File: src/rtl/bpm_pkg.sv
package bpm_pkg;

    typedef logic [2:0] opcode_t;

    localparam opcode_t OP_FETCH     = 3'd0;
    localparam opcode_t OP_UNPIN     = 3'd1;
    localparam opcode_t OP_DIRTY     = 3'd2;
    localparam opcode_t OP_FORCE_PG  = 3'd3;
    localparam opcode_t OP_FORCE_ALL = 3'd4;

    localparam logic [1:0] STATUS_OK        = 2'd0;
    localparam logic [1:0] STATUS_NO_BUFFER = 2'd1;
    localparam logic [1:0] STATUS_PINNED    = 2'd2;

    localparam logic [7:0]  PIN_MAX  = 8'hFF;
    localparam logic [31:0] TICK_MAX = 32'hFFFF_FFFF;

    typedef enum logic [1:0] {
        ST_IDLE,
        ST_SCAN,
        ST_RESOLVE
    } state_t;

    // controller -> datapath
    typedef struct packed {
        logic ld_req;
        logic scan_adv;
        logic resolve;
    } cmd_t;

    // datapath -> controller
    typedef struct packed {
        logic scan_done;
        logic fa_emit_need;
        logic out_free;
    } stat_t;

    typedef struct packed {
        logic [1:0]  status;
        logic        hit;
        logic [3:0]  frame_out;
        logic        writeback;
        logic [7:0]  wb_file;
        logic [23:0] wb_page;
        logic        last;
    } res_t;

endpackage

File: src/rtl/bpm_if.sv
interface bpm_req_if;
    logic        valid;
    logic        ready;
    logic [2:0]  opcode;
    logic [7:0]  file_id;
    logic [23:0] page_num;
    logic [3:0]  frame_sel;

    modport source (output valid, output opcode, output file_id, output page_num,
                    output frame_sel, input ready);
    modport sink   (input valid, input opcode, input file_id, input page_num,
                    input frame_sel, output ready);
endinterface

interface bpm_res_if;
    logic        valid;
    logic        ready;
    logic [1:0]  status;
    logic        hit;
    logic [3:0]  frame_out;
    logic        writeback;
    logic [7:0]  wb_file;
    logic [23:0] wb_page;
    logic        last;

    modport source (output valid, output status, output hit, output frame_out,
                    output writeback, output wb_file, output wb_page, output last,
                    input ready);
    modport sink   (input valid, input status, input hit, input frame_out,
                    input writeback, input wb_file, input wb_page, input last,
                    output ready);
endinterface

File: src/rtl/bpm_ctrl.sv
module bpm_ctrl (
    input  logic             clk,
    input  logic             rst_n,
    input  logic             req_valid,
    input  bpm_pkg::opcode_t req_opcode,
    output logic             req_ready,
    input  bpm_pkg::stat_t   st,
    output bpm_pkg::cmd_t    cmd
);
    import bpm_pkg::*;

    state_t state_reg;
    state_t state_next;

    always_ff @(posedge clk or negedge rst_n)
    begin
        if (!rst_n)
        begin
            state_reg <= ST_IDLE;
        end
        else
        begin
            state_reg <= state_next;
        end
    end

    always_comb
    begin
        state_next = state_reg;
        cmd        = '0;
        req_ready  = 1'b0;
        unique case (state_reg)
            ST_IDLE:
            begin
                req_ready = 1'b1;
                if (req_valid)
                begin
                    cmd.ld_req = 1'b1;
                    if (req_opcode == OP_FETCH || req_opcode == OP_FORCE_PG ||
                        req_opcode == OP_FORCE_ALL)
                    begin
                        state_next = ST_SCAN;
                    end
                    else
                    begin
                        state_next = ST_RESOLVE;
                    end
                end
            end
            ST_SCAN:
            begin
                // hold the scan while a force-all result cannot be parked
                cmd.scan_adv = !(st.fa_emit_need && !st.out_free);
                if (st.scan_done)
                begin
                    state_next = ST_RESOLVE;
                end
            end
            ST_RESOLVE:
            begin
                if (st.out_free)
                begin
                    cmd.resolve = 1'b1;
                    state_next  = ST_IDLE;
                end
            end
            default:
            begin
                state_next = ST_IDLE;
            end
        endcase
    end

endmodule

File: src/rtl/bpm_dp.sv
module bpm_dp #(
    parameter int FRAMES = 16
) (
    input  logic             clk,
    input  logic             rst_n,
    input  bpm_pkg::opcode_t req_opcode,
    input  logic [7:0]       req_file_id,
    input  logic [23:0]      req_page_num,
    input  logic [3:0]       req_frame_sel,
    input  bpm_pkg::cmd_t    cmd,
    output bpm_pkg::stat_t   st,
    output logic             res_valid,
    input  logic             res_ready,
    output bpm_pkg::res_t    res
);
    import bpm_pkg::*;

    localparam int IW = (FRAMES > 1) ? $clog2(FRAMES) : 1;
    localparam int CW = $clog2(FRAMES + 1);

    // tag {file, page} and stamp memories, one read and one write port
    logic [31:0] tag_mem   [FRAMES];
    logic [31:0] stamp_mem [FRAMES];
    logic [31:0] tag_q;
    logic [31:0] stamp_q;

    logic        valid_reg [FRAMES];
    logic [7:0]  pin_reg   [FRAMES];
    logic        dirty_reg [FRAMES];
    logic [31:0] tick_reg;

    opcode_t     op_reg;
    logic [7:0]  fid_reg;
    logic [23:0] pg_reg;
    logic [3:0]  sel_reg;

    logic [CW-1:0] scan_cnt_reg;
    logic          s1_vld_reg;
    logic [IW-1:0] s1_idx_reg;

    logic          hit_found_reg;
    logic [IW-1:0] hit_idx_reg;
    logic          free_found_reg;
    logic [IW-1:0] free_idx_reg;
    logic          vic_found_reg;
    logic [IW-1:0] vic_idx_reg;
    logic [31:0]   vic_stamp_reg;
    logic [31:0]   vic_tag_reg;

    logic          pend_valid_reg;
    logic [IW-1:0] pend_idx_reg;
    logic          pend_wb_reg;
    logic [31:0]   pend_tag_reg;

    logic          out_valid_reg;
    res_t          out_reg;

    logic          issue;
    logic [IW-1:0] rd_addr;
    logic          eval;
    logic          tag_match;
    logic          fa_match;
    logic          out_free;
    logic          fa_emit;
    res_t          pend_res;

    logic          fin_emit;
    res_t          fin_res;
    logic          fin_new;
    logic          fin_touch;
    logic          fin_free;
    logic          fin_unpin;
    logic          fin_dirty;
    logic [IW-1:0] fin_idx;
    logic          sel_ok;
    logic          out_load;
    res_t          out_data;

    assign issue     = cmd.scan_adv && (scan_cnt_reg < CW'(FRAMES));
    assign rd_addr   = issue ? scan_cnt_reg[IW-1:0] : s1_idx_reg;
    assign eval      = s1_vld_reg && cmd.scan_adv;
    assign tag_match = valid_reg[s1_idx_reg] && (tag_q == {fid_reg, pg_reg});
    assign fa_match  = valid_reg[s1_idx_reg] && (tag_q[31:24] == fid_reg);
    assign out_free  = !out_valid_reg || res_ready;
    assign fa_emit   = eval && (op_reg == OP_FORCE_ALL) && fa_match && pend_valid_reg;
    assign sel_ok    = 32'(sel_reg) < 32'(FRAMES);

    assign st.scan_done    = (scan_cnt_reg == CW'(FRAMES)) && !s1_vld_reg;
    assign st.fa_emit_need = s1_vld_reg && (op_reg == OP_FORCE_ALL) && fa_match &&
                             pend_valid_reg;
    assign st.out_free     = out_free;

    always_comb
    begin
        pend_res           = '0;
        pend_res.frame_out = 4'(pend_idx_reg);
        pend_res.writeback = pend_wb_reg;
        pend_res.wb_file   = pend_wb_reg ? pend_tag_reg[31:24] : 8'd0;
        pend_res.wb_page   = pend_wb_reg ? pend_tag_reg[23:0] : 24'd0;
    end

    // final action of a request
    always_comb
    begin
        fin_emit  = 1'b1;
        fin_res   = '0;
        fin_res.last = 1'b1;
        fin_new   = 1'b0;
        fin_touch = 1'b0;
        fin_free  = 1'b0;
        fin_unpin = 1'b0;
        fin_dirty = 1'b0;
        fin_idx   = hit_idx_reg;
        case (op_reg)
            OP_FETCH:
            begin
                if (hit_found_reg)
                begin
                    fin_touch         = 1'b1;
                    fin_res.hit       = 1'b1;
                    fin_res.frame_out = 4'(hit_idx_reg);
                end
                else if (free_found_reg)
                begin
                    fin_new           = 1'b1;
                    fin_idx           = free_idx_reg;
                    fin_res.frame_out = 4'(free_idx_reg);
                end
                else if (vic_found_reg)
                begin
                    fin_new           = 1'b1;
                    fin_idx           = vic_idx_reg;
                    fin_res.frame_out = 4'(vic_idx_reg);
                    if (dirty_reg[vic_idx_reg])
                    begin
                        fin_res.writeback = 1'b1;
                        fin_res.wb_file   = vic_tag_reg[31:24];
                        fin_res.wb_page   = vic_tag_reg[23:0];
                    end
                end
                else
                begin
                    fin_res.status = STATUS_NO_BUFFER;
                end
            end
            OP_UNPIN, OP_DIRTY:
            begin
                fin_idx           = IW'(sel_reg);
                fin_unpin         = sel_ok && (op_reg == OP_UNPIN);
                fin_dirty         = sel_ok && (op_reg == OP_DIRTY);
                fin_res.frame_out = sel_reg;
            end
            OP_FORCE_PG:
            begin
                if (hit_found_reg)
                begin
                    fin_res.frame_out = 4'(hit_idx_reg);
                    if (pin_reg[hit_idx_reg] != 8'd0)
                    begin
                        fin_res.status = STATUS_PINNED;
                    end
                    else
                    begin
                        fin_free = 1'b1;
                        if (dirty_reg[hit_idx_reg])
                        begin
                            fin_res.writeback = 1'b1;
                            fin_res.wb_file   = fid_reg;
                            fin_res.wb_page   = pg_reg;
                        end
                    end
                end
            end
            OP_FORCE_ALL:
            begin
                fin_emit     = pend_valid_reg;
                fin_res      = pend_res;
                fin_res.last = 1'b1;
            end
            default:
            begin
                fin_res      = '0;
                fin_res.last = 1'b1;
            end
        endcase
    end

    assign out_load = fa_emit || (cmd.resolve && fin_emit);
    assign out_data = fa_emit ? pend_res : fin_res;

    always_ff @(posedge clk)
    begin
        tag_q   <= tag_mem[rd_addr];
        stamp_q <= stamp_mem[rd_addr];
        if (cmd.resolve && (fin_new || fin_touch))
        begin
            stamp_mem[fin_idx] <= tick_reg;
        end
        if (cmd.resolve && fin_new)
        begin
            tag_mem[fin_idx] <= {fid_reg, pg_reg};
        end
    end

    always_ff @(posedge clk or negedge rst_n)
    begin
        if (!rst_n)
        begin
            for (int i = 0; i < FRAMES; i++)
            begin
                valid_reg[i] <= 1'b0;
                pin_reg[i]   <= 8'd0;
                dirty_reg[i] <= 1'b0;
            end
            tick_reg       <= '0;
            scan_cnt_reg   <= '0;
            s1_vld_reg     <= 1'b0;
            pend_valid_reg <= 1'b0;
            out_valid_reg  <= 1'b0;
        end
        else
        begin
            if (cmd.ld_req)
            begin
                scan_cnt_reg   <= '0;
                s1_vld_reg     <= 1'b0;
                pend_valid_reg <= 1'b0;
                hit_found_reg  <= 1'b0;
                free_found_reg <= 1'b0;
                vic_found_reg  <= 1'b0;
            end
            else if (cmd.scan_adv)
            begin
                s1_vld_reg <= issue;
                if (issue)
                begin
                    s1_idx_reg   <= scan_cnt_reg[IW-1:0];
                    scan_cnt_reg <= scan_cnt_reg + CW'(1);
                end
            end

            if (eval)
            begin
                if (tag_match && !hit_found_reg)
                begin
                    hit_found_reg <= 1'b1;
                    hit_idx_reg   <= s1_idx_reg;
                end
                if (!valid_reg[s1_idx_reg] && !free_found_reg)
                begin
                    free_found_reg <= 1'b1;
                    free_idx_reg   <= s1_idx_reg;
                end
                if (pin_reg[s1_idx_reg] == 8'd0 &&
                    (!vic_found_reg || stamp_q < vic_stamp_reg))
                begin
                    vic_found_reg <= 1'b1;
                    vic_idx_reg   <= s1_idx_reg;
                    vic_stamp_reg <= stamp_q;
                    vic_tag_reg   <= tag_q;
                end
                if (op_reg == OP_FORCE_ALL && fa_match)
                begin
                    pend_valid_reg         <= 1'b1;
                    pend_idx_reg           <= s1_idx_reg;
                    pend_wb_reg            <= dirty_reg[s1_idx_reg];
                    pend_tag_reg           <= tag_q;
                    valid_reg[s1_idx_reg]  <= 1'b0;
                    dirty_reg[s1_idx_reg]  <= 1'b0;
                end
            end

            if (cmd.resolve)
            begin
                if (fin_touch && pin_reg[fin_idx] != PIN_MAX)
                begin
                    pin_reg[fin_idx] <= pin_reg[fin_idx] + 8'd1;
                end
                if (fin_new)
                begin
                    valid_reg[fin_idx] <= 1'b1;
                    pin_reg[fin_idx]   <= 8'd1;
                    dirty_reg[fin_idx] <= 1'b0;
                end
                if ((fin_new || fin_touch) && tick_reg != TICK_MAX)
                begin
                    tick_reg <= tick_reg + 32'd1;
                end
                if (fin_free)
                begin
                    valid_reg[fin_idx] <= 1'b0;
                    dirty_reg[fin_idx] <= 1'b0;
                end
                if (fin_unpin && pin_reg[fin_idx] != 8'd0)
                begin
                    pin_reg[fin_idx] <= pin_reg[fin_idx] - 8'd1;
                end
                if (fin_dirty)
                begin
                    dirty_reg[fin_idx] <= 1'b1;
                end
            end

            if (out_load)
            begin
                out_valid_reg <= 1'b1;
            end
            else if (res_ready)
            begin
                out_valid_reg <= 1'b0;
            end
        end
    end

    always_ff @(posedge clk)
    begin
        if (cmd.ld_req)
        begin
            op_reg  <= req_opcode;
            fid_reg <= req_file_id;
            pg_reg  <= req_page_num;
            sel_reg <= req_frame_sel;
        end
        if (out_load)
        begin
            out_reg <= out_data;
        end
    end

    assign res_valid = out_valid_reg;
    assign res       = out_reg;

endmodule

File: src/rtl/buffer_pool_lru_pin_manager.sv
// LRU buffer pool manager for FRAMES page frames with pin counts. Requests
// arrive on req (fetch, unpin, mark dirty, force page, force all of a file)
// and results leave on res through an output register. Fetch and both force
// operations scan the frame table one frame per cycle through the single
// read port of the tag/stamp memory, the scan held while a force-all result
// cannot be parked in the output register; unpin and mark dirty skip the
// scan. One request is worked at a time. Force all gives one result per
// resident frame of the file, last set on the final one, and none at all if
// the file holds no frame. Frame tags and stamps come out of reset undefined;
// only the valid, pin and dirty marks and the fetch tick are cleared, so the
// pool is ready right after reset.
module buffer_pool_lru_pin_manager #(
    parameter int FRAMES = 16
) (
    input logic   clk,
    input logic   rst_n,
    bpm_req_if.sink   req,
    bpm_res_if.source res
);
    import bpm_pkg::*;

    cmd_t  cmd;
    stat_t st;
    res_t  res_data;

    // sequencer: accept, scan, resolve
    bpm_ctrl u_ctrl (
        .clk        (clk),
        .rst_n      (rst_n),
        .req_valid  (req.valid),
        .req_opcode (req.opcode),
        .req_ready  (req.ready),
        .st         (st),
        .cmd        (cmd)
    );

    // frame table, scan trackers and result register
    bpm_dp #(
        .FRAMES (FRAMES)
    ) u_dp (
        .clk           (clk),
        .rst_n         (rst_n),
        .req_opcode    (req.opcode),
        .req_file_id   (req.file_id),
        .req_page_num  (req.page_num),
        .req_frame_sel (req.frame_sel),
        .cmd           (cmd),
        .st            (st),
        .res_valid     (res.valid),
        .res_ready     (res.ready),
        .res           (res_data)
    );

    assign res.status    = res_data.status;
    assign res.hit       = res_data.hit;
    assign res.frame_out = res_data.frame_out;
    assign res.writeback = res_data.writeback;
    assign res.wb_file   = res_data.wb_file;
    assign res.wb_page   = res_data.wb_page;
    assign res.last      = res_data.last;

endmodule

File: src/flat_wrapper.sv
// flat-port wrapper written by rule: the top's interface ports become plain ports
module buffer_pool_lru_pin_manager_flat import bpm_pkg::*;
#(
    parameter int FRAMES = 16
)
  (clk, rst_n, req_valid, req_opcode, req_file_id, req_page_num, req_frame_sel, req_ready, res_valid, res_status, res_hit, res_frame_out, res_writeback, res_wb_file, res_wb_page, res_last, res_ready);
  bpm_req_if req_i ();
  bpm_res_if res_i ();
  input logic clk;
  input logic rst_n;
  input wire logic [$bits(req_i.valid)-1:0] req_valid;
  input wire logic [$bits(req_i.opcode)-1:0] req_opcode;
  input wire logic [$bits(req_i.file_id)-1:0] req_file_id;
  input wire logic [$bits(req_i.page_num)-1:0] req_page_num;
  input wire logic [$bits(req_i.frame_sel)-1:0] req_frame_sel;
  output wire logic [$bits(req_i.ready)-1:0] req_ready;
  output wire logic [$bits(res_i.valid)-1:0] res_valid;
  output wire logic [$bits(res_i.status)-1:0] res_status;
  output wire logic [$bits(res_i.hit)-1:0] res_hit;
  output wire logic [$bits(res_i.frame_out)-1:0] res_frame_out;
  output wire logic [$bits(res_i.writeback)-1:0] res_writeback;
  output wire logic [$bits(res_i.wb_file)-1:0] res_wb_file;
  output wire logic [$bits(res_i.wb_page)-1:0] res_wb_page;
  output wire logic [$bits(res_i.last)-1:0] res_last;
  input wire logic [$bits(res_i.ready)-1:0] res_ready;
  assign req_i.valid = req_valid;
  assign req_i.opcode = req_opcode;
  assign req_i.file_id = req_file_id;
  assign req_i.page_num = req_page_num;
  assign req_i.frame_sel = req_frame_sel;
  assign req_ready = req_i.ready;
  assign res_valid = res_i.valid;
  assign res_status = res_i.status;
  assign res_hit = res_i.hit;
  assign res_frame_out = res_i.frame_out;
  assign res_writeback = res_i.writeback;
  assign res_wb_file = res_i.wb_file;
  assign res_wb_page = res_i.wb_page;
  assign res_last = res_i.last;
  assign res_i.ready = res_ready;
  buffer_pool_lru_pin_manager #(.FRAMES(FRAMES)) u_core (.clk(clk), .rst_n(rst_n), .req(req_i), .res(res_i));
endmodule
File: config.mk
export PLATFORM = sky130hd
export DESIGN_NAME = buffer_pool_lru_pin_manager_flat
export DESIGN_NICKNAME = d
export VERILOG_FILES = /design/src/rtl/bpm_pkg.sv /design/src/rtl/bpm_if.sv /design/src/rtl/bpm_ctrl.sv /design/src/rtl/bpm_dp.sv /design/src/rtl/buffer_pool_lru_pin_manager.sv /design/src/flat_wrapper.sv
export SDC_FILE = /design/constraint.sdc
export NUM_CORES = 2
export LEC_CHECK = 0
export BUFFER_PORTS_ARGS = -buffer_cell sky130_fd_sc_hd__buf_4
export CAP_MARGIN = 0
export CORE_UTILIZATION = 60
export CTS_CLUSTER_DIAMETER = 50
export DETAILED_ROUTE_END_ITERATION = 10
export GPL_ROUTABILITY_DRIVEN = 0
export PLACE_DENSITY = 0.76
export SKIP_LAST_GASP = 1
export SYNTH_ARGS = -nofsm -noshare
export SYNTH_HDL_FRONTEND = slang
export SYNTH_SLANG_ARGS = --single-unit
File: constraint.sdc
create_clock -name clk -period 8.8 [get_ports clk]
set_input_delay 0.88 -clock clk [delete_from_list [all_inputs] [get_ports clk]]
set_output_delay 0.88 -clock clk [all_outputs]
set_load 0.05 [all_outputs]
==> out/results.tsv <==
stage	metric	value	unit
setup_path	r2r_cells	13	
timing	fin_setup_tns	0	ps
logic_synthesis	synth.net_count	3836	
run_status	outcome	finished clean	
logic_synthesis	async_flop_share	0.136	
clock_tree	insertion_delay	770	ps
global_route	antenna_found_initial	1	
die	rows	115	
logic_synthesis	synth_seq_area_share	0.726	
timing	clock_skew	26.1	ps
timing	period_share	0.715	
clock_tree	cts_buffers	151	
setup_path	r2r_setup_slack	2510	ps
clock_tree	cts.sinks	1490	
finish	instances_no_fill	5272	
finish	register_area	43100	µm²
clock_tree	post_cts_buffers	0	
setup_path	slowest_delay	850	ps
die	io_pins	86	
global_route	grt.overflow.total	0	
timing	layout_setup_ws	2510	ps
logic_synthesis	synth_edf_count	1224	
finish	num-nets-final	3936	
detailed_routing	wl_met2	72200	µm
detailed_routing	via_count	34974	
die	die_w	317	µm
detailed_routing	drtIter0Drc	4520	
worst_hold_path	hold_path.class	input port to async pin	
logic_synthesis	syn_inst	3756	
placement	port_buffers	85	
setup_path	reg2reg_from	u_core.u_dp.s1_idx_reg[0]	
logic_synthesis	yosys_most_used_dff	edfxtp_1	
finish	layout-drive-gt1-share	0.117	
placement	dp_hpwl	79600	µm
detailed_routing	wl_per_cell	28.4	µm
logic_synthesis	ys_warn_count	0	
clock_tree	clkTransAtPathRegs	60	ps
global_route	grt_use_total	0.300	
detailed_routing	wl_met3	14700	µm
die	die_y	317	µm
clock_tree	cts_tree	done	
logic_synthesis	synth_top_area_share	0.619	
timing	finalHoldViolations	0	
timing	max-slew-margin-rel	0.182	
placement	dp.cells	4990	
finish	multi_input_area	15100	µm²
setup_path	crit_chain	buf_4 -> mux4_2 -> mux4_2 -> nand3_1 -> nor4_2 -> and2_1 -> a311oi_4 -> nand2b_1 -> o21ai_4 -> buf_12 -> mux2i_1 -> o22ai_1 -> or4_1	
die	initial_utilization	0.604	
clock_tree	h-tree-depth	4	
logic_synthesis	synth_area	59400	µm²
power_and_ir_drop	power.density	299	nW/µm²
logic_synthesis	yosys_register_bits	1490	
logic_synthesis	yosysUniqueCellTypes	87	
setup_path	required	9420	ps
detailed_routing	drc	0	
timing	period_needed	6290	ps
detailed_routing	routed_wl	150000	µm
power_and_ir_drop	p_leak	0.0249	µW
global_route	grt_max_degree	146	
setup_path	reg2reg_to	u_core.u_dp.tag_q[30]	
setup_path	start_kind	flip-flop	
setup_path	worst_path_most_repeated_cell	mux4_2	
setup_path	worstPathArrival	6910	ps
timing	finalMaxSlewViolations	0	
clock_tree	postCtsHoldBufs	0	
setup_path	cp-end-kind	flip-flop	
timing	rsz0062_at_grt	no	
finish	syn2layout_area_growth	11.3	%
logic_synthesis	synth_top_cell_by_area	edfxtp_1	
clock_tree	cts_root_buffer	clkbuf_16	
detailed_routing	avgViaCountPerCell	6.63	
finish	layout_commonest_cell	edfxtp_1	
power_and_ir_drop	max-vdd-ir-drop	0.419	mV
global_route	grt_pass1_wl	219000	µm
power_and_ir_drop	fin_total_pwr	19800	µW
logic_synthesis	yosys-top-cells-area	edfxtp_1 (62%), mux2i_1 (9.0%), dfrtp_1 (8.5%)	
die	die-area	100000	µm²
clock_tree	cts_resized	0	
timing	worst_pin_slew	1220	ps
finish	fillers	6454	
placement	pre_cts_slack	2650	ps
setup_path	worstSetupPathType	flip-flop to flip-flop	
run	cap_viol_max_count	0	
detailed_routing	met1Wirelength	57200	µm
logic_synthesis	avgSynthCellArea	15.8	µm²
detailed_routing	dr.pass1.iters	9	
finish	layout_common_cells	edfxtp_1 (1,224), mux2i_1 (534), o22ai_1 (262)	
clock_tree	cts_max_path_buffers	3	
timing	setup_viol	0	
timing	fmax	159	MHz
detailed_routing	top_layer	met5	
detailed_routing	drtAntennaViolNets	0	
die	core_area	98300	µm²
setup_path	crit_fanout	141	
global_route	grt_pass1_vias	34253	
setup_path	cp_slowest_cell	o21ai_4	
stage by stage:
step	cell area [µm²]	hold slack, ps	util
CTS	66100	85.5	0.673
global route	66100	122	0.673
detailed placement	61300	419	0.624
floorplan	59400	400	-
finish	66100	94.0	0.673
global placement	61300	419	0.624
where the power goes:
group	switching (µW)	internal, µW	total (µW)
sequential	524	8280	8810
combinational	3010	1800	4810
clock	2680	3500	6180
per-layer routing:
metal / vias up / track usage
li1: 14946 / -
met4: 2 / 0.115
met3: 389 / 0.0670
met2: 2056 / 0.484
met5: - / 0
met1: 17581 / 0.400
area by class of cell:
cell class	instances	share of cell area
clock inverters	64	0.00980
diodes	1	0.0000378
clock buffers	217	0.0628
inverters	98	0.00556
multi-input cells	1968	0.228
flip-flops and latches	1490	0.652
repair buffers	147	0.0178
well taps	1287	0.0244
synth_stat cells (30+ instances only):
cell,instances
clkbuf_1,83
nand2_1,207
or4_1,65
o21ai_0,185
nand3_1,33
xor2_1,43
edfxtp_1,1224
mux2i_1,534
nor4_1,43
mux4_2,30
a21oi_1,47
nor2_1,95
o21ai_1,39
a222oi_1,32
o22ai_1,262
dfxtp_1,64
dfrtp_1,202
xnor2_1,35
ha_1,37
inv_1,96
buf_2,64
worst max-delay path, delay by kind of cell, from the launching register on:
kind / cells / cell delay, ps
AND/OR/NAND/NOR: 5 / 1680
multiplexers: 3 / 1460
AO/OA/AOI/OAI: 3 / 1410
buffers and inverters: 2 / 1110
flip-flops: 1 / 340
kinds of logic after synthesis:
family                     share of synthesized area
xor gates and xnor gates                      0.0115
and+or+nand+nor                               0.0486
muxes                                          0.103
AOI/OAI and AO/OA                             0.0794
adders and majority gates                    0.00779
buffers and inverters                         0.0246
DFF                                            0.726
worst max path at each step:
stage                         startpoint                    endpoint  slack, ps  cells after the start
3_3_place_gp   u_core.u_dp.s1_idx_reg[0]      u_core.u_dp.stamp_q[6]       2780                     13
5_1_grt        u_core.u_dp.s1_idx_reg[0]       u_core.u_dp.tag_q[20]       2350                     13
2_1_floorplan  u_core.u_dp.s1_idx_reg[0]  u_core.u_dp.vic_idx_reg[0]       2300                     11
6_report       u_core.u_dp.s1_idx_reg[0]       u_core.u_dp.tag_q[30]       2510                     13
4_1_cts        u_core.u_dp.s1_idx_reg[0]        u_core.u_dp.tag_q[1]       2590                     13
3_5_place_dp   u_core.u_dp.s1_idx_reg[0]       u_core.u_dp.tag_q[11]       2650                     13
Power figures use the tool's default switching activity.
